## config.mk

```make
export PLATFORM = sky130hd
export DESIGN_NAME = pwm_div_chain
export DESIGN_NICKNAME = d
export VERILOG_FILES = /design/src/rtl/pwm_div_cell.sv /design/src/rtl/pwm_div_chain.sv
export SDC_FILE = /design/constraint.sdc
export NUM_CORES = 2
export LEC_CHECK = 0
export ABC_AREA = 1
export BUFFER_PORTS_ARGS = -buffer_cell sky130_fd_sc_hd__buf_2
export CORE_AREA = 2 2 420 422
export CTS_CLUSTER_DIAMETER = 200
export DETAILED_ROUTE_END_ITERATION = 8
export DIE_AREA = 0 0 422 424
export PLACE_DENSITY = 0.73
export SLEW_MARGIN = 10
export SYNTH_ARGS = -nofsm -noshare
export SYNTH_HDL_FRONTEND = slang
export SYNTH_SLANG_ARGS = --single-unit
```

## constraint.sdc

```tcl
create_clock -name clk -period 5.65 [get_ports clk]
set_input_delay 1.13 -clock clk [delete_from_list [all_inputs] [get_ports clk]]
set_output_delay 1.13 -clock clk [all_outputs]
set_load 0.1 [all_outputs]
```

## src/rtl/pwm_div_cell.sv

```systemverilog
// ----------------------------------------------------------------------------
// pwm_div_cell
// one restoring division step, registered, with side data carried along
// ----------------------------------------------------------------------------
module pwm_div_cell #(
  parameter int W  = 24,
  parameter int SW = 1
) (
  input  logic          clk,
  input  logic          rst_n,
  input  logic          v_in,
  input  logic [W-1:0]  rem_in,
  input  logic [W-1:0]  dvd_in,
  input  logic [W-1:0]  quo_in,
  input  logic [W-1:0]  den_in,
  input  logic [SW-1:0] side_in,
  output logic          v_r,
  output logic [W-1:0]  rem_r,
  output logic [W-1:0]  dvd_r,
  output logic [W-1:0]  quo_r,
  output logic [W-1:0]  den_r,
  output logic [SW-1:0] side_r
);

  logic [W:0]   trial;
  logic [W:0]   diff;
  logic         ge;
  logic [W-1:0] rem_nxt;

  always_comb begin
    trial   = {rem_in, dvd_in[W-1]};
    diff    = trial - {1'b0, den_in};
    ge      = (trial >= {1'b0, den_in});
    rem_nxt = ge ? diff[W-1:0] : trial[W-1:0];
  end

  always_ff @(posedge clk) begin
    if (!rst_n) begin
      v_r <= 1'b0;
    end else begin
      v_r <= v_in;
    end
    rem_r  <= rem_nxt;
    dvd_r  <= {dvd_in[W-2:0], 1'b0};
    quo_r  <= {quo_in[W-2:0], ge};
    den_r  <= den_in;
    side_r <= side_in;
  end

endmodule

```

## src/rtl/pwm_div_chain.sv

```systemverilog
// ----------------------------------------------------------------------------
// pwm_div_chain
// row of division cells, one quotient bit per cell, one word per cycle
// ----------------------------------------------------------------------------
module pwm_div_chain #(
  parameter int W  = 24,
  parameter int SW = 1
) (
  input  logic          clk,
  input  logic          rst_n,
  input  logic          v_in,
  input  logic [W-1:0]  dividend,
  input  logic [W-1:0]  divisor,
  input  logic [SW-1:0] side_in,
  output logic          v_out,
  output logic [W-1:0]  quotient,
  output logic [SW-1:0] side_out
);

  logic          v   [W+1];
  logic [W-1:0]  rem [W+1];
  logic [W-1:0]  dvd [W+1];
  logic [W-1:0]  quo [W+1];
  logic [W-1:0]  den [W+1];
  logic [SW-1:0] sd  [W+1];

  assign v[0]   = v_in;
  assign rem[0] = '0;
  assign dvd[0] = dividend;
  assign quo[0] = '0;
  assign den[0] = divisor;
  assign sd[0]  = side_in;

  for (genvar i = 0; i < W; i++) begin : g_cell
    pwm_div_cell #(.W(W), .SW(SW)) u_cell (
      .clk    (clk),
      .rst_n  (rst_n),
      .v_in   (v[i]),
      .rem_in (rem[i]),
      .dvd_in (dvd[i]),
      .quo_in (quo[i]),
      .den_in (den[i]),
      .side_in(sd[i]),
      .v_r    (v[i+1]),
      .rem_r  (rem[i+1]),
      .dvd_r  (dvd[i+1]),
      .quo_r  (quo[i+1]),
      .den_r  (den[i+1]),
      .side_r (sd[i+1])
    );
  end

  assign v_out    = v[W];
  assign quotient = quo[W];
  assign side_out = sd[W];

endmodule

```

=== Yosys cells after proc, flatten, opt, wreduce, memory -nomap -nowiden ===
Index checks and enable logic that the tools add are counted.

* Memories kept: 0
* Bits in registers: 1728
* Bits in read-only memories: 0
* Output and inout bits: 26
* RAM bits: 0
* Bits in latches: 0
* Logic and storage cells: 212
* Input port bits: 52

* Magnitude comparators: 24
* Multiplexer cells: 23
* Bitwise gates (word level): 0
* Multipliers: 0
* $add $sub $neg: 23
* Divide/modulo/power cells: 0
* Reductions and logical operators: 0
* Equality and inequality tests: 0
* Shift operators: 0

{| class="wikitable"
|+ Operators by type and width
! kind !! count
|-
| $ge A25 B24 Y1 || 23
|-
| $mux W24 || 22
|-
| $sub A24 B24 Y24 || 22
|-
| $ge A1 B24 Y1 || 1
|-
| $sub A1 B24 Y24 || 1
|-
| $mux W1 || 1
|}

=== Logic depth before layout (Yosys ltp) ===
* Depth in word-level cells: 2
* Depth in mapped cells: 15

=== By module ===
A second synthesis with hierarchy kept.

* Cells, all modules: 13998
* Area total of the unflattened synthesis: 103359.1 um2

{| class="wikitable"
|+ Modules (own cells, without submodules)
! module !! instances !! area each (um2) !! sequential area each (um2) !! cells an instance
|-
| pwm_div_cell at g_cell[12].u_cell ... || 17 || 4324.1 || 1941.9 || 583
|-
| pwm_div_cell at g_cell[0].u_cell ... || 5 || 4250.3 || 1941.9 || 584
|-
| pwm_div_cell at g_cell[11].u_cell || 1 || 4326.6 || 1941.9 || 581
|-
| pwm_div_cell at g_cell[18].u_cell || 1 || 4266.6 || 1941.9 || 585
|-
| pwm_div_chain || 1 || 3.8 || 0.0 || 1
|}

=== Worst setup path after synthesis ===
Ideal clock, no wire load.

* Path type: input -> register
* Start: in dividend[23]
* End: reg g_cell[0].u_cell.rem_r[20]
* Setup time: 132 ps
* Setup slack: 3030 ps
* Arrival time: 2488 ps
* Stages on the path: 11
* Data required time: 5518 ps
* Cell sequence: inv_1 -> ha_1 -> inv_1 -> ha_1 -> inv_1 -> nor3_1 -> nand2_1 -> nor2_1 -> nand3_1 -> nor2_1 -> a21oi_1

* Word-level cells in the longest chain between the ends: 1

{| class="wikitable"
|+ RTL lines
! what !! line !! text
|-
| start, declared || pwm_div_chain.sv:12 || <nowiki>input logic [W-1:0] dividend,</nowiki>
|-
| $sub A1 B24 Y24 or $ge A1 B24 Y1 (tied branches) || pwm_div_cell.sv:32, pwm_div_cell.sv:33 ||
|-
| end signal, assigned || pwm_div_cell.sv:43 || <nowiki>rem_r <= rem_nxt;</nowiki>
|-
| end, declared || pwm_div_cell.sv:18 || <nowiki>output logic [W-1:0] rem_r,</nowiki>
|}

Parallel ways exist; a longest one is shown, timed or not.
A chain may end at the register's enable or synchronous reset.

=== Final worst setup path ===
* Start: reg g_cell[14].u_cell.den_r[18]
* End: reg g_cell[15].u_cell.rem_r[7]

* Word-level cells in the longest chain between the ends: 2

{| class="wikitable"
|+ RTL lines
! what !! line !! text
|-
| start, declared || pwm_div_cell.sv:21 || <nowiki>output logic [W-1:0] den_r,</nowiki>
|-
| start signal, assigned || pwm_div_cell.sv:46 || <nowiki>den_r <= den_in;</nowiki>
|-
| $ge A25 B24 Y1 || pwm_div_cell.sv:33 || <nowiki>ge = (trial >= {1'b0, den_in});</nowiki>
|-
| $mux W24 || pwm_div_cell.sv:34 || <nowiki>rem_nxt = ge ? diff[W-1:0] : trial[W-1:0];</nowiki>
|-
| via g_cell[15].u_cell.rem_nxt[7] || pwm_div_cell.sv:28 || <nowiki>logic [W-1:0] rem_nxt;</nowiki>
|-
| end signal, assigned || pwm_div_cell.sv:43 ||
|-
| end, declared || pwm_div_cell.sv:18 ||
|}

The timed path passes the listed nets, and every way through them passes these cells.

==> qor.yml <==
run_status: "completed"
fin_crit_ns: 3.50
criticalPathCategory: "register to register"
final_area_um2: 95100
worst_r2r_path_depth: 10
ctsResizeCount: 0
globalRouteTotalUtil_pct: 24.9
hold_path_class: "register to register"
first_pass_iters: 6
max_freq_ghz: 0.286
hpwl_um: 178000
grt_overflow: 0
synth_seq_area_share_pct: 40.0
synthSimpleGateAreaFrac_pct: 34.5
relSlewSlack_pct: 12.1
drcViolationCount: 0
vias_per_cell: 4.89
port_buffers: 77
required_ns: 6.44
skew_ns: 0.0450
cpPeakStageDelay_ns: 1.03
core-area_um2: 175000
pre_cts_ws_ns: 2.31
synth-compound-area-share_pct: 2.06
hold_buffers: 0
drt-total-wl_um: 227000
multiInputGateArea_um2: 41100
start_util_pct: 49.5
synth_seq_cells: 1728
synthMuxAreaShare_pct: 0
area_growth_pct: 9.86
avgSynthCellArea_um2: 6.86
p_clk_share_pct: 34.6
p_total_uw: 35100
setup_violations: 0
power.leakage_uw: 0.0542
ant_nets: 0
synth_top_family_by_area: "simple AND/OR/NAND/NOR gates"
crit_top_cell: "nand2_1"
yosys_warnings: 0
grt_pass1_wl_um: 361000
critical_path.max_fanout: 25
cts_tree: "built"
cp_cell_sequence: "inv_1 > ha_1 > nand2_1 > inv_1 > nand2_1 > nor3_1 > nand4_1 > nand3_2 > nand2_1 > nand2_1"
pwr_density_cell_nw_per_um2: 369
post_dp_cell_area_um2: 88900
h-tree-depth: 4
post_drt_wl_per_cell_um: 15.0
seqPwrFrac_pct: 39.8
drive_gt1_share_pct: 4.75
synth_fa_ha_area_share_pct: 8.52
timing.hold.ws_ns: 0.306
hold_violations: 0
root_buffer: "clkbuf_16"
syn-num-nets: 13200
grt_pass1_vias: 68700
min_period_over_period_pct: 61.9
clkSinkCount: 1728
fillers: 17200
routabilityCongestion: 0.970
setup_slack_ns: 2.15
end_kind: "register"
clkTransAtPathRegs_ns: 0.07
antenna_found_initial: 3
routed-via-count: 74300
synth-xor-area-share_pct: 2.33
synth_ff_type: "dfxtp_1"
rsz0062_at_grt: "no"
cts_buffers: 178
maxCapViolCount: 0
ys_async_sr_fraction_pct: 0
syn_inst: 12600
p_sw_share_pct: 33.6
p_int_uw: 23300
slowest_stage: "nand4_1"
pin_count: 78
cts_setup_buffers: 0
clk_path_buf_depth: 3
crit_arrival_ns: 4.29
ir_worst_vdd_v: 0.000310
ys_types: 33
combPwrFrac_pct: 25.6
tightest_slew_ns: 1.31
synth_edf_count: 0
synthesis.area_um2: 86500
num-nets-final: 13300
first_iter_violations: 6514
dieWidth_um: 422
grt_max_degree: 26
maxSlewViolCount: 0
setup_tns_ns: 0
core.rowCount: 154
register_area_um2: 34600
hold-path-cell-count: 0
clk_latency_ns: 0.86
critPathLaunchType: "register"
power.switching_uw: 11800
die-area_um2: 179000
die_y_um: 424
==> power groups by stage <==
stage	logic, uW	clock network (uW)	registers (uW)
CTS	8880	12500	14000
global route	10300	12900	14100
detailed placement	8820	0	14200
global placement	8750	0	14200
floorplan	6870	0	14000
finish	8990	12100	14000
==> cells in the final DEF, fill, tap and decap left out, types with 11 or more instances in the layout <==
master      synthesis  layout
a21oi_1           235     235
a21oi_4            21      21
and2_1             14      14
buf_2             106      77
buf_4               0      17
bufinv_16           0      18
clkbuf_1           32      21
clkbuf_16           0     178
clkbuf_8            0      26
clkinv_2            0      40
clkinv_4            0      13
clkinvlp_4          0      13
dfxtp_1          1728    1728
fa_1               22      22
ha_1              554     554
inv_1            2566    2566
inv_2              32      32
nand2_1          4866    4866
nand3_1           554     554
nand3_2            32      32
nand3_4            18      18
nand3b_1           33      33
nand4_1           667     667
nand4_2            12      12
nor2_1            652     652
nor2_2             43      43
nor3_1             59      59
nor3_2             26      26
nor3_4             11      11
o21a_1             25      25
xnor2_1            25      25
xor2_1            205     205
==> registers in the layout (all words and copies together), names as in the netlist <==
signal                count
g_cell.u_cell.den_r     552
g_cell.u_cell.rem_r     552
g_cell.u_cell.quo_r     300
g_cell.u_cell.dvd_r     276
g_cell.u_cell.side_r     24
g_cell.u_cell.v_r        24
==> Yosys cell counts, types with 22 or more instances <==
cell / number / area (um^2)
nand3_2: 32 / 320
a21oi_1: 235 / 1180
clkbuf_1: 32 / 120
nand4_1: 667 / 4170
nor3_2: 26 / 260
dfxtp_1: 1728 / 34600
nand3_1: 554 / 2770
inv_2: 32 / 120
buf_2: 106 / 531
nor2_2: 43 / 269
nand2_1: 4866 / 18300
xnor2_1: 25 / 219
nor2_1: 652 / 2450
buf_6: 44 / 495
o21a_1: 25 / 188
inv_1: 2566 / 9630
xor2_1: 205 / 1800
nand3b_1: 33 / 248
ha_1: 554 / 6930
fa_1: 22 / 440
nor3_1: 59 / 295
==> cell type report <==
type,count,area share [%]
clock buffer,225,5.14
clock inverter,105,1.41
tap,2340,3.08
multi-input combinational,8103,43.2
sequential,1728,36.4
inverter,2598,10.3
antenna,1,0.00263
timing repair buffer,94,0.540
==> worst paths after layout <==
| path | start | to | slack (ns) |
|---|---|---|---|
| worst max register to register | g_cell[14].u_cell.den_r[18]$_DFF_P_ | g_cell[15].u_cell.rem_r[7]$_DFF_P_ | 2.15 |
| worst min register to register | g_cell[21].u_cell.quo_r[15]$_DFF_P_ | g_cell[22].u_cell.quo_r[16]$_DFF_P_ | 0.31 |
| worst max-delay path | g_cell[14].u_cell.den_r[18]$_DFF_P_ | g_cell[15].u_cell.rem_r[7]$_DFF_P_ | 2.15 |
| worst min-delay path | g_cell[21].u_cell.quo_r[15]$_DFF_P_ | g_cell[22].u_cell.quo_r[16]$_DFF_P_ | 0.31 |
==> per-layer routing <==
metal / vias to the layer above / part of all wire (%) / track usage [%]
met3: 493 / 6.9 / 3.77
met2: 2411 / 45 / 41.2
met5: - / 0.0057 / 0
met4: 2 / 3.6 / 9.29
li1: 38700 / - / -
met1: 32700 / 45 / 32.9
==> critical path: cells and delay by family, from the launching register on <==
| family | cells | cell delay (ns) |
|---|---|---|
| adder cells (fa/ha/maj) | 1 | 0.38 |
| buffers and inverters | 2 | 0.14 |
| flip-flops | 1 | 0.39 |
| AND/OR/NAND/NOR | 7 | 2.52 |
==> kinds of logic (layout without fill, tap and decap cells) <==
group	count (synthesis)	after routing
and+or+nand+nor	7003	7003
buffers and inverters	2780	3022
DFF	1728	1728
adders and majority gates	576	576
AOI/OAI and AO/OA	294	294
xor gates and xnor gates	230	230
other	0	1
==> stage by stage <==
step / utilization [%] / std cells
2_1_floorplan: - / 12600
3_3_place_gp: 50.8 / 14900
3_5_place_dp: 50.8 / 14900
4_1_cts: 54.3 / 15200
5_1_grt: 54.3 / 15200
6_report: 54.3 / 15200
No activity file was read; power rests on OpenSTA's default activity.
